<file path="src/rtl/sta_pkg.sv">
`default_nettype none
package sta_pkg;
  localparam int unsigned MapEntries = 64;
  localparam int unsigned AddrBits   = 16;
  localparam int unsigned SizeBits   = AddrBits + 1;
  localparam int unsigned OwnBits    = 8;
  localparam int unsigned IdxBits    = $clog2(MapEntries);
  localparam int unsigned CntBits    = IdxBits + 1;

  localparam logic [1:0] ReqAlloc   = 2'd0;
  localparam logic [1:0] ReqRelease = 2'd1;
  localparam logic [1:0] ReqInit    = 2'd2;

  localparam logic [1:0] PolFirst = 2'd0;
  localparam logic [1:0] PolBest  = 2'd1;
  localparam logic [1:0] PolWorst = 2'd2;
  localparam logic [1:0] PolNext  = 2'd3;

  localparam logic [1:0] StDone     = 2'd0;
  localparam logic [1:0] StNoFit    = 2'd1;
  localparam logic [1:0] StFull     = 2'd2;
  localparam logic [1:0] StNotFound = 2'd3;

  typedef struct packed {
    logic [AddrBits-1:0] start;
    logic [AddrBits-1:0] last;
    logic [SizeBits-1:0] size;
    logic [OwnBits-1:0]  owner;
  } seg_t;

  // controller -> datapath
  typedef enum logic [3:0] {
    OpNone  = 4'b0001,
    OpRead  = 4'b0010,
    OpWrite = 4'b0100,
    OpCount = 4'b1000
  } dp_op_e;

  typedef struct packed {
    dp_op_e              op;
    logic [IdxBits-1:0]  raddr;
    logic [IdxBits-1:0]  waddr;
    seg_t                wdata;
    logic [CntBits-1:0]  count;
  } dp_cmd_t;

  typedef struct packed {
    seg_t               rdata;
    logic [CntBits-1:0] count;
  } dp_sts_t;
endpackage
`default_nettype wire

</file>
<file path="src/rtl/sta_datapath.sv">
`default_nettype none
module sta_datapath import sta_pkg::*; (
  input  wire logic    clk_i,
  input  wire logic    rst_ni,
  input  wire dp_cmd_t cmd_i,
  output dp_sts_t      sts_o
);
  seg_t               mem_q [MapEntries];
  seg_t               rdata_q;
  logic [CntBits-1:0] count_q;

  always_ff @(posedge clk_i) begin
    if (cmd_i.op == OpWrite) begin
      mem_q[cmd_i.waddr] <= cmd_i.wdata;
    end
    rdata_q <= mem_q[cmd_i.raddr];
  end

  always_ff @(posedge clk_i or negedge rst_ni) begin
    if (!rst_ni) begin
      count_q <= '0;
    end else if (cmd_i.op == OpCount) begin
      count_q <= cmd_i.count;
    end
  end

  assign sts_o.rdata = rdata_q;
  assign sts_o.count = count_q;
endmodule
`default_nettype wire

</file>
<file path="src/rtl/sta_ctrl.sv">
`default_nettype none
module sta_ctrl import sta_pkg::*; (
  input  wire logic                clk_i,
  input  wire logic                rst_ni,
  input  wire logic                in_valid_i,
  output logic                     in_stall_o,
  input  wire logic [1:0]          req_type_i,
  input  wire logic [SizeBits-1:0] request_size_i,
  input  wire logic [OwnBits-1:0]  owner_id_i,
  input  wire logic [AddrBits-1:0] last_start_address_i,
  input  wire logic [1:0]          fit_policy_i,
  input  wire logic [SizeBits-1:0] memory_size_i,
  output logic                     out_valid_o,
  input  wire logic                out_stall_i,
  output logic [AddrBits-1:0]      block_start_o,
  output logic [AddrBits-1:0]      block_end_o,
  output logic [SizeBits-1:0]      block_size_o,
  output logic [OwnBits-1:0]       block_owner_o,
  output logic [1:0]               status_o,
  output dp_cmd_t                  cmd_o,
  input  wire dp_sts_t             sts_i
);
  typedef enum logic [10:0] {
    SIdle   = 11'b00000000001,
    SScan   = 11'b00000000010, // issue read i
    SScanW  = 11'b00000000100, // data of i
    SDecide = 11'b00000001000,
    SShiftR = 11'b00000010000, // read src for move
    SShiftW = 11'b00000100000, // write dst
    SFix    = 11'b00001000000, // final entry writes
    SNbrR   = 11'b00010000000, // neighbour reads
    SNbrW   = 11'b00100000000,
    SFix2   = 11'b01000000000,
    SOut    = 11'b10000000000
  } state_e;

  state_e               state_q, state_d;
  logic [1:0]           typ_q;
  logic [SizeBits-1:0]  req_q;
  logic [OwnBits-1:0]   own_q;
  logic [AddrBits-1:0]  last_q;
  logic [CntBits-1:0]   i_q, i_d;
  logic [CntBits-1:0]   pick_q, pick_d;
  logic                 found_q, found_d;
  logic                 seen_q, seen_d;
  seg_t                 pseg_q, pseg_d;   // picked or released entry
  seg_t                 lseg_q, lseg_d;   // left neighbour
  seg_t                 rseg_q, rseg_d;   // right neighbour
  logic [1:0]           nstep_q, nstep_d;
  logic                 rdone_q, rdone_d;
  logic [1:0]           mode_q, mode_d;   // 0 split, 1..2 remove n
  logic [CntBits-1:0]   fix_q, fix_d;
  logic                 ov_q, ov_d;
  logic [AddrBits-1:0]  os_q, os_d, oe_q, oe_d;
  logic [SizeBits-1:0]  oz_q, oz_d;
  logic [OwnBits-1:0]   oo_q, oo_d;
  logic [1:0]           ost_q, ost_d;
  logic                 acc;
  logic [CntBits-1:0]   cnt;
  seg_t                 rd;
  logic                 fit;
  logic [SizeBits:0]    msz;
  logic                 lf, rf;

  assign cnt = sts_i.count;
  assign rd  = sts_i.rdata;
  assign acc = in_valid_i && !in_stall_o;
  assign in_stall_o = (state_q != SIdle) || ov_q;
  assign fit = (rd.owner == '0) && (rd.size >= req_q);
  assign lf = (pick_q != '0) && (lseg_q.owner == '0);
  assign rf = (pick_q + 1'b1 < cnt) && (rseg_q.owner == '0);

  always_comb begin
    state_d = state_q; i_d = i_q; pick_d = pick_q; found_d = found_q;
    seen_d = seen_q; pseg_d = pseg_q; lseg_d = lseg_q; rseg_d = rseg_q;
    nstep_d = nstep_q; rdone_d = rdone_q; mode_d = mode_q; fix_d = fix_q;
    ov_d = ov_q && out_stall_i; os_d = os_q; oe_d = oe_q; oz_d = oz_q;
    oo_d = oo_q; ost_d = ost_q;
    msz = '0;
    cmd_o = '{op: OpNone, raddr: i_q[IdxBits-1:0], waddr: '0, wdata: '0, count: '0};
    case (state_q)
      SIdle: begin
        if (acc) begin
          os_d = '0; oe_d = '0; oz_d = '0; oo_d = '0; ost_d = StDone;
          i_d = '0; found_d = 1'b0; seen_d = 1'b0; rdone_d = 1'b0;
          case (req_type_i)
            ReqAlloc: begin
              if (request_size_i == '0 || owner_id_i == '0) begin
                ost_d = StNoFit; state_d = SOut;
              end else begin
                state_d = SScan;
              end
            end
            ReqRelease: begin
              if (owner_id_i == '0) begin
                ost_d = StNotFound; state_d = SOut;
              end else begin
                state_d = SScan;
              end
            end
            ReqInit: begin
              msz = (memory_size_i > SizeBits'(1 << AddrBits)) ?
                    (SizeBits+1)'(1 << AddrBits) : {1'b0, memory_size_i};
              cmd_o.op = OpWrite; cmd_o.waddr = '0;
              cmd_o.wdata = '{start: '0, last: AddrBits'(msz - 1'b1),
                              size: msz[SizeBits-1:0], owner: '0};
              state_d = SFix2; fix_d = (msz == '0) ? '0 : CntBits'(1);
            end
            default: state_d = SOut;
          endcase
        end
      end
      SFix2: begin
        cmd_o.op = OpCount; cmd_o.count = fix_q; state_d = SOut;
      end
      SScan: begin
        if (i_q >= cnt) begin
          state_d = SDecide;
        end else begin
          cmd_o.op = OpRead; state_d = SScanW;
        end
      end
      SScanW: begin
        state_d = SScan; i_d = i_q + 1'b1;
        if (typ_q == ReqRelease) begin
          if (rd.owner == own_q) begin
            found_d = 1'b1; pick_d = i_q; pseg_d = rd; state_d = SDecide;
          end
        end else if (fit_policy_i == PolNext) begin
          if (rd.start == last_q) begin
            seen_d = 1'b1; found_d = 1'b0;
          end else if (seen_q && !found_q && fit) begin
            found_d = 1'b1; pick_d = i_q; pseg_d = rd;
          end
        end else if (fit) begin
          if (!found_q || (fit_policy_i == PolBest && rd.size < pseg_q.size) ||
              (fit_policy_i == PolWorst && rd.size > pseg_q.size)) begin
            found_d = 1'b1; pick_d = i_q; pseg_d = rd;
          end
          if (fit_policy_i == PolFirst) state_d = SDecide;
        end
      end
      SDecide: begin
        if (typ_q == ReqAlloc) begin
          if (!found_q) begin
            ost_d = StNoFit; state_d = SOut;
          end else if (pseg_q.size == req_q) begin
            cmd_o.op = OpWrite; cmd_o.waddr = pick_q[IdxBits-1:0];
            cmd_o.wdata = pseg_q; cmd_o.wdata.owner = own_q;
            os_d = pseg_q.start; oe_d = pseg_q.last; oz_d = pseg_q.size;
            oo_d = own_q; state_d = SOut;
          end else if (cnt >= CntBits'(MapEntries)) begin
            ost_d = StFull; state_d = SOut;
          end else begin
            mode_d = 2'd0; i_d = cnt; state_d = SShiftR;
          end
        end else begin
          if (!found_q) begin
            ost_d = StNotFound; state_d = SOut;
          end else begin
            nstep_d = 2'd0; state_d = SNbrR;
          end
        end
      end
      SNbrR: begin
        cmd_o.op = OpRead;
        cmd_o.raddr = (nstep_q == 2'd0) ? IdxBits'(pick_q - 1'b1) :
                                          IdxBits'(pick_q + 1'b1);
        state_d = SNbrW;
      end
      SNbrW: begin
        if (nstep_q == 2'd0) begin
          lseg_d = rd; nstep_d = 2'd1; state_d = SNbrR;
        end else begin
          rseg_d = rd; state_d = SFix;
        end
      end
      SFix: begin
        // release: write the merged or freed entry, then close any gap that a merge left
        cmd_o.op = OpWrite;
        if (lf && rf) begin
          cmd_o.waddr = IdxBits'(pick_q - 1'b1);
          cmd_o.wdata = lseg_q; cmd_o.wdata.last = rseg_q.last;
          cmd_o.wdata.size = lseg_q.size + pseg_q.size + rseg_q.size;
          mode_d = 2'd2; i_d = pick_q;
        end else if (lf) begin
          cmd_o.waddr = IdxBits'(pick_q - 1'b1);
          cmd_o.wdata = lseg_q; cmd_o.wdata.last = pseg_q.last;
          cmd_o.wdata.size = lseg_q.size + pseg_q.size;
          mode_d = 2'd1; i_d = pick_q;
        end else if (rf) begin
          cmd_o.waddr = pick_q[IdxBits-1:0];
          cmd_o.wdata = pseg_q; cmd_o.wdata.last = rseg_q.last;
          cmd_o.wdata.size = pseg_q.size + rseg_q.size; cmd_o.wdata.owner = '0;
          mode_d = 2'd1; i_d = pick_q + 1'b1;
        end else begin
          cmd_o.waddr = pick_q[IdxBits-1:0];
          cmd_o.wdata = pseg_q; cmd_o.wdata.owner = '0;
          mode_d = 2'd0;
        end
        state_d = (lf || rf) ? SShiftR : SOut;
      end
      SShiftR: begin
        if (mode_q == 2'd0) begin
          // split: move up from top down to pick+2
          if (i_q > pick_q + 1'b1) begin
            cmd_o.op = OpRead; cmd_o.raddr = IdxBits'(i_q - 1'b1); state_d = SShiftW;
          end else begin
            cmd_o.op = OpWrite; cmd_o.waddr = IdxBits'(pick_q + 1'b1);
            cmd_o.wdata = '{start: AddrBits'(pseg_q.start + req_q), last: pseg_q.last,
                            size: pseg_q.size - req_q, owner: '0};
            state_d = SShiftW; rdone_d = 1'b1;
          end
        end else begin
          if (i_q + mode_q < cnt) begin
            cmd_o.op = OpRead; cmd_o.raddr = IdxBits'(i_q + mode_q); state_d = SShiftW;
          end else begin
            cmd_o.op = OpCount; cmd_o.count = cnt - mode_q; state_d = SOut;
          end
        end
      end
      SShiftW: begin
        if (rdone_q) begin
          cmd_o.op = OpWrite; cmd_o.waddr = pick_q[IdxBits-1:0];
          cmd_o.wdata = '{start: pseg_q.start,
                          last: AddrBits'(pseg_q.start + req_q - 1'b1),
                          size: req_q, owner: own_q};
          os_d = pseg_q.start; oe_d = AddrBits'(pseg_q.start + req_q - 1'b1);
          oz_d = req_q; oo_d = own_q;
          state_d = SFix2; fix_d = cnt + 1'b1;
        end else begin
          cmd_o.op = OpWrite; cmd_o.waddr = i_q[IdxBits-1:0]; cmd_o.wdata = rd;
          i_d = (mode_q == 2'd0) ? i_q - 1'b1 : i_q + 1'b1;
          state_d = SShiftR;
        end
      end
      SOut: begin
        ov_d = 1'b1; state_d = SIdle;
      end
      default: state_d = SIdle;
    endcase
  end

  always_ff @(posedge clk_i or negedge rst_ni) begin
    if (!rst_ni) begin
      state_q <= SIdle;
      ov_q    <= 1'b0;
    end else begin
      state_q <= state_d;
      ov_q    <= ov_d;
    end
  end

  always_ff @(posedge clk_i) begin
    if (acc) begin
      typ_q <= req_type_i; req_q <= request_size_i;
      own_q <= owner_id_i; last_q <= last_start_address_i;
    end
    i_q <= i_d; pick_q <= pick_d; found_q <= found_d; seen_q <= seen_d;
    pseg_q <= pseg_d; lseg_q <= lseg_d; rseg_q <= rseg_d; nstep_q <= nstep_d;
    rdone_q <= rdone_d; mode_q <= mode_d; fix_q <= fix_d;
    os_q <= os_d; oe_q <= oe_d; oz_q <= oz_d; oo_q <= oo_d; ost_q <= ost_d;
  end

  assign out_valid_o   = ov_q;
  assign block_start_o = os_q;
  assign block_end_o   = oe_q;
  assign block_size_o  = oz_q;
  assign block_owner_o = oo_q;
  assign status_o      = ost_q;
endmodule
`default_nettype wire

</file>
<file path="src/rtl/segment_table_allocator.sv">
`default_nettype none
// Segment table allocator: first/best/worst/next fit over a 64-entry table.
// One request at a time: the input stalls until the result has been taken. Reset
// (async, active low) empties the table and sets fit_policy to first fit and
// memory_size to 65536; table contents stay.
module segment_table_allocator import sta_pkg::*; (
  input  wire logic                clk_i,
  input  wire logic                rst_ni,
  input  wire logic                in_valid_i,
  output logic                     in_stall_o,
  input  wire logic [1:0]          req_type_i,
  input  wire logic [SizeBits-1:0] request_size_i,
  input  wire logic [OwnBits-1:0]  owner_id_i,
  input  wire logic [AddrBits-1:0] last_start_address_i,
  output logic                     out_valid_o,
  input  wire logic                out_stall_i,
  output logic [AddrBits-1:0]      block_start_o,
  output logic [AddrBits-1:0]      block_end_o,
  output logic [SizeBits-1:0]      block_size_o,
  output logic [OwnBits-1:0]       block_owner_o,
  output logic [1:0]               status_o,
  input  wire logic                cfg_valid_i,
  output logic                     cfg_ready_o,
  input  wire logic                cfg_index_i,
  input  wire logic [SizeBits-1:0] cfg_data_i
);
  logic [1:0]          fit_policy_q;
  logic [SizeBits-1:0] memory_size_q;
  dp_cmd_t             cmd;
  dp_sts_t             sts;

  // config always accepted; index 0 fit policy, index 1 memory size
  assign cfg_ready_o = 1'b1;
  always_ff @(posedge clk_i or negedge rst_ni) begin
    if (!rst_ni) begin
      fit_policy_q  <= PolFirst;
      memory_size_q <= SizeBits'(1 << AddrBits);
    end else if (cfg_valid_i) begin
      if (!cfg_index_i) fit_policy_q <= cfg_data_i[1:0];
      else              memory_size_q <= cfg_data_i;
    end
  end

  sta_ctrl u_ctrl (
    .clk_i, .rst_ni, .in_valid_i, .in_stall_o, .req_type_i, .request_size_i,
    .owner_id_i, .last_start_address_i,
    .fit_policy_i(fit_policy_q), .memory_size_i(memory_size_q),
    .out_valid_o, .out_stall_i, .block_start_o, .block_end_o, .block_size_o,
    .block_owner_o, .status_o, .cmd_o(cmd), .sts_i(sts)
  );

  sta_datapath u_dp (.clk_i, .rst_ni, .cmd_i(cmd), .sts_o(sts));
endmodule
`default_nettype wire

</file>
<file path="config.mk">
export PLATFORM = sky130hd
export DESIGN_NAME = segment_table_allocator
export DESIGN_NICKNAME = d
export VERILOG_FILES = /design/src/rtl/sta_pkg.sv /design/src/rtl/sta_datapath.sv /design/src/rtl/sta_ctrl.sv /design/src/rtl/segment_table_allocator.sv
export SDC_FILE = /design/constraint.sdc
export NUM_CORES = 2
export LEC_CHECK = 0
export ABC_CLOCK_PERIOD_IN_PS = 25300
export BUFFER_PORTS_ARGS = -buffer_cell sky130_fd_sc_hd__buf_2
export CAP_MARGIN = 20
export CORE_AREA = 2 2 651 653
export DETAILED_ROUTE_END_ITERATION = 10
export DIE_AREA = 0 0 653 655
export PLACE_DENSITY = 0.6
export SLEW_MARGIN = 20
export SYNTH_ARGS = -nofsm -noshare
export SYNTH_HDL_FRONTEND = slang
export SYNTH_HIERARCHICAL = 1
export SYNTH_SLANG_ARGS = --single-unit
</file>
<file path="constraint.sdc">
create_clock -name clk_i -period 25.3 [get_ports clk_i]
set_clock_uncertainty 0.15 [all_clocks]
set_input_delay 1.265 -clock clk_i [delete_from_list [all_inputs] [get_ports clk_i]]
set_output_delay 1.265 -clock clk_i [all_outputs]
set_load 0.02 [all_outputs]
</file>
Yosys cells after proc, flatten, opt, wreduce, memory -nomap -nowiden:

Memory sizes are Yosys's and may differ from the RTL's. A register that Yosys moved wholly into a read port is not among the register bits.
Index checks and enable logic that the tools add are counted.

* input bits: 66
* word-level logic and storage cells: 306
* memories kept: 1
* flip-flop bits (word level): 299
* memory bits (writable): 3648

* reductions and logical operators: 54
* multiplexer cells: 145
* add/subtract/negate cells: 14
* equal/unequal tests: 50
* magnitude comparators: 9
* bitwise gates (word level): 2

Memory list
* u_dp.mem_q: depth 64, bits a word 57, rd ports 1, clocked after Yosys merged registers in 1, wr ports 1, line sta_datapath.sv:8 `seg_t mem_q [MapEntries];`

Operators with widths (number)
* 63-bit two-way mux: 9
* 57-bit two-way mux: 7
* 63-bit one-hot mux with 5 select lines: 1
* 11-bit two-way mux: 14
* 7-bit two-way mux: 22
* 16-bit two-way mux: 9
* 11-bit one-hot mux with 10 select lines: 1
* 17-bit two-way mux: 6
* 16-bit one-hot mux with 3 select lines: 2
* 41-bit two-way mux: 2
* 17-bit adder: 3
* 17-bit one-hot mux with 3 select lines: 1
* 8-bit two-way mux: 6
* 7-bit one-hot mux with 5 select lines: 1
* 2-bit two-way mux: 17
* 11-bit one-hot mux with 3 select lines: 1
* 8-bit logical NOT: 4
* 16-bit by 1-bit subtractor with 16-bit output (second input constant): 2
* 4-bit two-way mux: 7
* 4-bit one-hot mux with 7 select lines: 1
* 7-bit one-hot mux with 2 select lines: 2
* 8-bit one-hot mux with 3 select lines: 1
* 7-bit by 1-bit adder with 7-bit output (second input constant): 3
* 10-bit two-way mux: 2
* 62 further kinds: 150

Logic depth before layout (Yosys ltp):

* depth after elaboration: 9
* gate-level depth with buffers: 24
* depth with buffers taken out: 20

Cells and area by module:

The synthesis kept the hierarchy.

Modules (own cells, without submodules)
* sta_datapath: area an instance 139787.8 µm², instances 1, cells an instance 6055, seq. area each 110861.3 µm²
* sta_ctrl: area an instance 18781.8 µm², instances 1, cells an instance 1860, seq. area each 8109.0 µm²
* segment_table_allocator: area an instance 777.0 µm², instances 1, cells an instance 43, seq. area each 476.7 µm²

Least setup slack after synthesis:

No wires, ideal clock.

* path type: register -> register
* start: register u_ctrl.pick_q[0]
* end: memory u_dp/mem_q[62][0] (netlist name), enable pin
* cell stages (with the launch flop): 17
* arrival: 9.373 ns
* path buffers: 1
* setup slack: 15.145 ns
* path through: edfxtp_1 -> ha_1 -> and3_1 -> and3_1 -> xor2_1 -> inv_1 -> ha_1 -> o21a_1 -> o22ai_1 -> a31oi_1 -> and2_1 -> clkbuf_1 -> or2_2 -> a211o_1 -> nor4b_1 -> nand2_1 -> nor4b_1

RTL lines
* start: declaration: line sta_ctrl.sv:43 `logic [CntBits-1:0] pick_q, pick_d;`
* start signal: assignment: line sta_ctrl.sv:259 `i_q <= i_d; pick_q <= pick_d; found_q <= found_d; seen_q <= seen_d;`
* end: declaration: line sta_datapath.sv:8

==> results.sh <==
export IMPL_status="complete, no violations"
export IMPL_start_util_pct=37.8
export IMPL_cts_sinks=4003
export IMPL_drive_above_1_share_pct=24.5
export IMPL_fmax_mhz=111
export IMPL_grtUsageMet1_pct=30.6
export IMPL_power_leakage_nw=57.4
export IMPL_gp_congestion=0.919
export IMPL_place_area_um2=168000
export IMPL_fill_cells=35900
export IMPL_cts_tree="yes"
export IMPL_cp_start_kind="flip-flop"
export IMPL_synth_top_family_by_area="multiplexers"
export IMPL_worstSetupEndpointType="flip-flop"
export IMPL_grt_util_met3_pct=4.64
export IMPL_cts_resized=0
export IMPL_synth_cell_area_um2=159000
export IMPL_first_iter_violations=12300
export IMPL_clk_path_buf_depth=4
export IMPL_clk_latency_ns=0.97
export IMPL_dr_total_vias=86700
export IMPL_hold_path_class="primary input to async pin"
export IMPL_period_share_pct=35.7
export IMPL_ioPinCount=128
export IMPL_fin_nets=8603
export IMPL_crit_buf_inv=5
export IMPL_rsz0062_at_grt="no"
export IMPL_synth_async_sr_flop_share_pct=0.949
export IMPL_antenna_left=0
export IMPL_grtUsageTotal_pct=22.5
export IMPL_grt_overflow_total=0
export IMPL_htreeDepth=5
export IMPL_cp_data_arrival_time_ns=9.72
export IMPL_path_common_cell="buf_4"
export IMPL_met2_usage_pct=36.0
export IMPL_fp_row_count=239
export IMPL_cts_root_buf="clkbuf_16"
export IMPL_vdd_ir_drop_max_v=0.0000921
export IMPL_maxSlewViolCount=0
export IMPL_critical_path_required_ns=25.98
export IMPL_synth_edf_count=3908
export IMPL_maxSlewHeadroom_pct=16.2
export IMPL_powerDensity_nw_per_um2=101
export IMPL_yosys_warnings=6
export IMPL_synthAdderAreaFrac_pct=1.28
export IMPL_stdcell_area_um2=181000
export IMPL_grt_pass1_vias=84600
export IMPL_grt_pass1_wl_mm=677
export IMPL_dieHeight_um=655
export IMPL_yosys_area_share_simple_pct=2.99
export IMPL_path_delay_family="buffers and inverters"
export IMPL_finalHoldViolCount=0
export IMPL_grt_max_degree=96
export IMPL_synthMuxAreaShare_pct=13.7
export IMPL_die_w_um=653
export IMPL_finalPower_mw=18.4
export IMPL_fin_crit_ns=9.04
export IMPL_tns_ns=0
export IMPL_area_growth_syn_to_layout_pct=13.9
export IMPL_die_area_um2=428000
export IMPL_drv_cap=0
export IMPL_setup_violations=0
export IMPL_core_area_um2=422000
export IMPL_syn_num_nets=8183
export IMPL_path_cells="ha_1, fa_1, xor2_1, ha_1, a21o_1, a211oi_1, o21bai_1, a211oi_2, or2_2, o21ai_0, o211ai_1, buf_12, buf_4, buf_4, buf_4, buf_4, mux2_2, o22ai_1, a221oi_1, a211oi_1, nor3_1"
export IMPL_crit_slowest_cell="buf_4"
export IMPL_postCtsSetupBuffers=0
export IMPL_synth_distinct_cells=100
export IMPL_hold_buffers=0
export IMPL_synthCells=7958
export IMPL_wl_per_cell_um=34.6
export IMPL_dp_hpwl_mm=280
export IMPL_max_stage_delay_ns=0.84
export IMPL_ys_flop_type="edfxtp_1"
export IMPL_synth_seq_cells=4003
export IMPL_wirelength_mm=493
export IMPL_synth_compound_area_share_pct=4.62
export IMPL_cts_buffers=403
export IMPL_avgViaCountPerCell=6.07
export IMPL_tightest_slew_ns=1.25
export IMPL_syn_avg_cell_area_um2=20.0
export IMPL_synthXorXnorAreaFrac_pct=0.830
export IMPL_dr_pass1_iters=7
export IMPL_cts_reportedPaths_clkPinSlew_ns=0.06
export IMPL_drc=0
export IMPL_worstSetupPathType="flip-flop to flip-flop"
export IMPL_cp_max_fo=95
export IMPL_io_buffers=126
export IMPL_grt_busiest_layer="met2"
export IMPL_yosysSeqAreaShare_pct=75.0
export IMPL_antenna_found_initial=21
-- path summary, 6_finish.rpt --
check | startpoint | endpoint | slack [ns] | cells after the start
worst min register to register | u_dp/sts_o[44] | u_ctrl/pseg_q[37] | 0.32 | 0
worst max-delay path | u_ctrl/i_q[0] | u_dp/sts_o[15] | 16.26 | 21
worst max register to register | u_ctrl/i_q[0] | u_dp/sts_o[15] | 16.26 | 21
worst min-delay path | rst_ni | memory_size_q[8] | 0.30 | 1
max in group asynchronous | rst_ni | u_dp/count_q[4] | 24.04 | 1
min in group clk_i | u_dp/sts_o[44] | u_ctrl/pseg_q[37] | 0.32 | 0
-- power breakdown --
group          switching, mW  internal, mW  total (mW)
combinational           2.84          1.69        4.54
clock                   2.55          3.47        6.01
sequential             0.335          7.49        7.83
total                   5.72          12.7        18.4
-- flip-flops by register name, summed over array words and instances, names as in the netlist, 7 cells and up --
register / cells
u_ctrl/pseg_q: 49
u_ctrl/lseg_q: 41
u_dp/mem_q: 3648
u_ctrl/pick_q: 7
u_ctrl/last_q: 16
u_ctrl/own_q: 8
u_ctrl/fix_q: 7
memory_size_q: 17
u_dp/sts_o: 57
u_ctrl/state_q: 11
u_ctrl/block_owner_o: 8
u_ctrl/i_q: 7
u_dp/count_q: 7
u_ctrl/req_q: 17
u_ctrl/rseg_q: 41
u_ctrl/block_size_o: 17
u_ctrl/block_start_o: 16
u_ctrl/block_end_o: 16
-- routing by layer --
| layer | routed length, µm | vias to the layer above | part of all wire, % |
|---|---|---|---|
| met1 | 191000 | 46700 | 39 |
| met2 | 232000 | 4857 | 47 |
| met3 | 50300 | 897 | 10 |
| met4 | 20000 | 8 | 4.1 |
| li1 | - | 34200 | - |
| met5 | 63 | - | 0.013 |
-- kinds of logic after synthesis --
group	count (synthesis)
AOI/OAI and AO/OA	1045
xor gates and xnor gates	151
adders and majority gates	159
buffers and inverters	509
DFF	4003
muxes	1131
other	1
and+or+nand+nor	959
-- cell type report --
type | instances | area, µm² | share of cell area (%)
flip-flops and latches | 4003 | 119000 | 65.8
multi-input cells | 3446 | 38400 | 21.1
clock buffers | 507 | 10800 | 5.97
well taps | 5543 | 6940 | 3.82
repair buffers | 436 | 3040 | 1.67
clock inverters | 239 | 2490 | 1.37
inverters | 88 | 332 | 0.183
diodes | 11 | 27.5 | 0.0152
-- through the flow --
step | cells | hold slack, ns | setup slack (ns) | utilization, %
after floorplan | 7958 | 0.270 | 15.14 | -
after global placement | 13500 | 0.289 | 16.27 | 39.8
after detailed placement | 13500 | 0.315 | 16.25 | 39.9
after CTS | 14300 | 0.290 | 16.24 | 43.0
after global routing | 14300 | 0.316 | 15.72 | 43.0
final | 14300 | 0.302 | 16.26 | 43.0
-- cells in the final DEF (no fill, tap or decap), types with 87 or more instances in the layout --
cell,n
ha_1,152
nand2_1,227
o221ai_1,92
clkbuf_16,412
inv_1,87
mux4_2,826
a21oi_1,141
xnor2_1,91
nor2_1,189
o21ai_0,120
edfxtp_1,3908
mux2i_1,234
buf_2,126
buf_4,303
o22ai_1,238
-- cell usage after synthesis (37+ instances only) --
| cell | count | share of area [%] |
|---|---|---|
| edfxtp_1 | 3908 | 74 |
| mux4_2 | 826 | 12 |
| nor2_1 | 255 | 0.60 |
| nand2_1 | 241 | 0.57 |
| o22ai_1 | 238 | 0.93 |
| mux2i_1 | 234 | 1.5 |
| clkbuf_1 | 190 | 0.45 |
| ha_1 | 152 | 1.2 |
| a21oi_1 | 141 | 0.44 |
| o21ai_0 | 139 | 0.44 |
| buf_2 | 112 | 0.35 |
| o221ai_1 | 96 | 0.53 |
| xnor2_1 | 91 | 0.50 |
| inv_1 | 88 | 0.21 |
| nand3_1 | 75 | 0.24 |
| a22oi_1 | 62 | 0.29 |
| mux2_2 | 61 | 0.43 |
| xor2_1 | 60 | 0.33 |
| dfxtp_1 | 57 | 0.72 |
| nor3_1 | 54 | 0.17 |
| nor4_1 | 54 | 0.21 |
| buf_4 | 53 | 0.25 |
| nand4_1 | 47 | 0.18 |
| nor2b_1 | 46 | 0.18 |
| buf_6 | 41 | 0.29 |
| a211oi_1 | 37 | 0.17 |
Power figures use the tool's default switching activity.
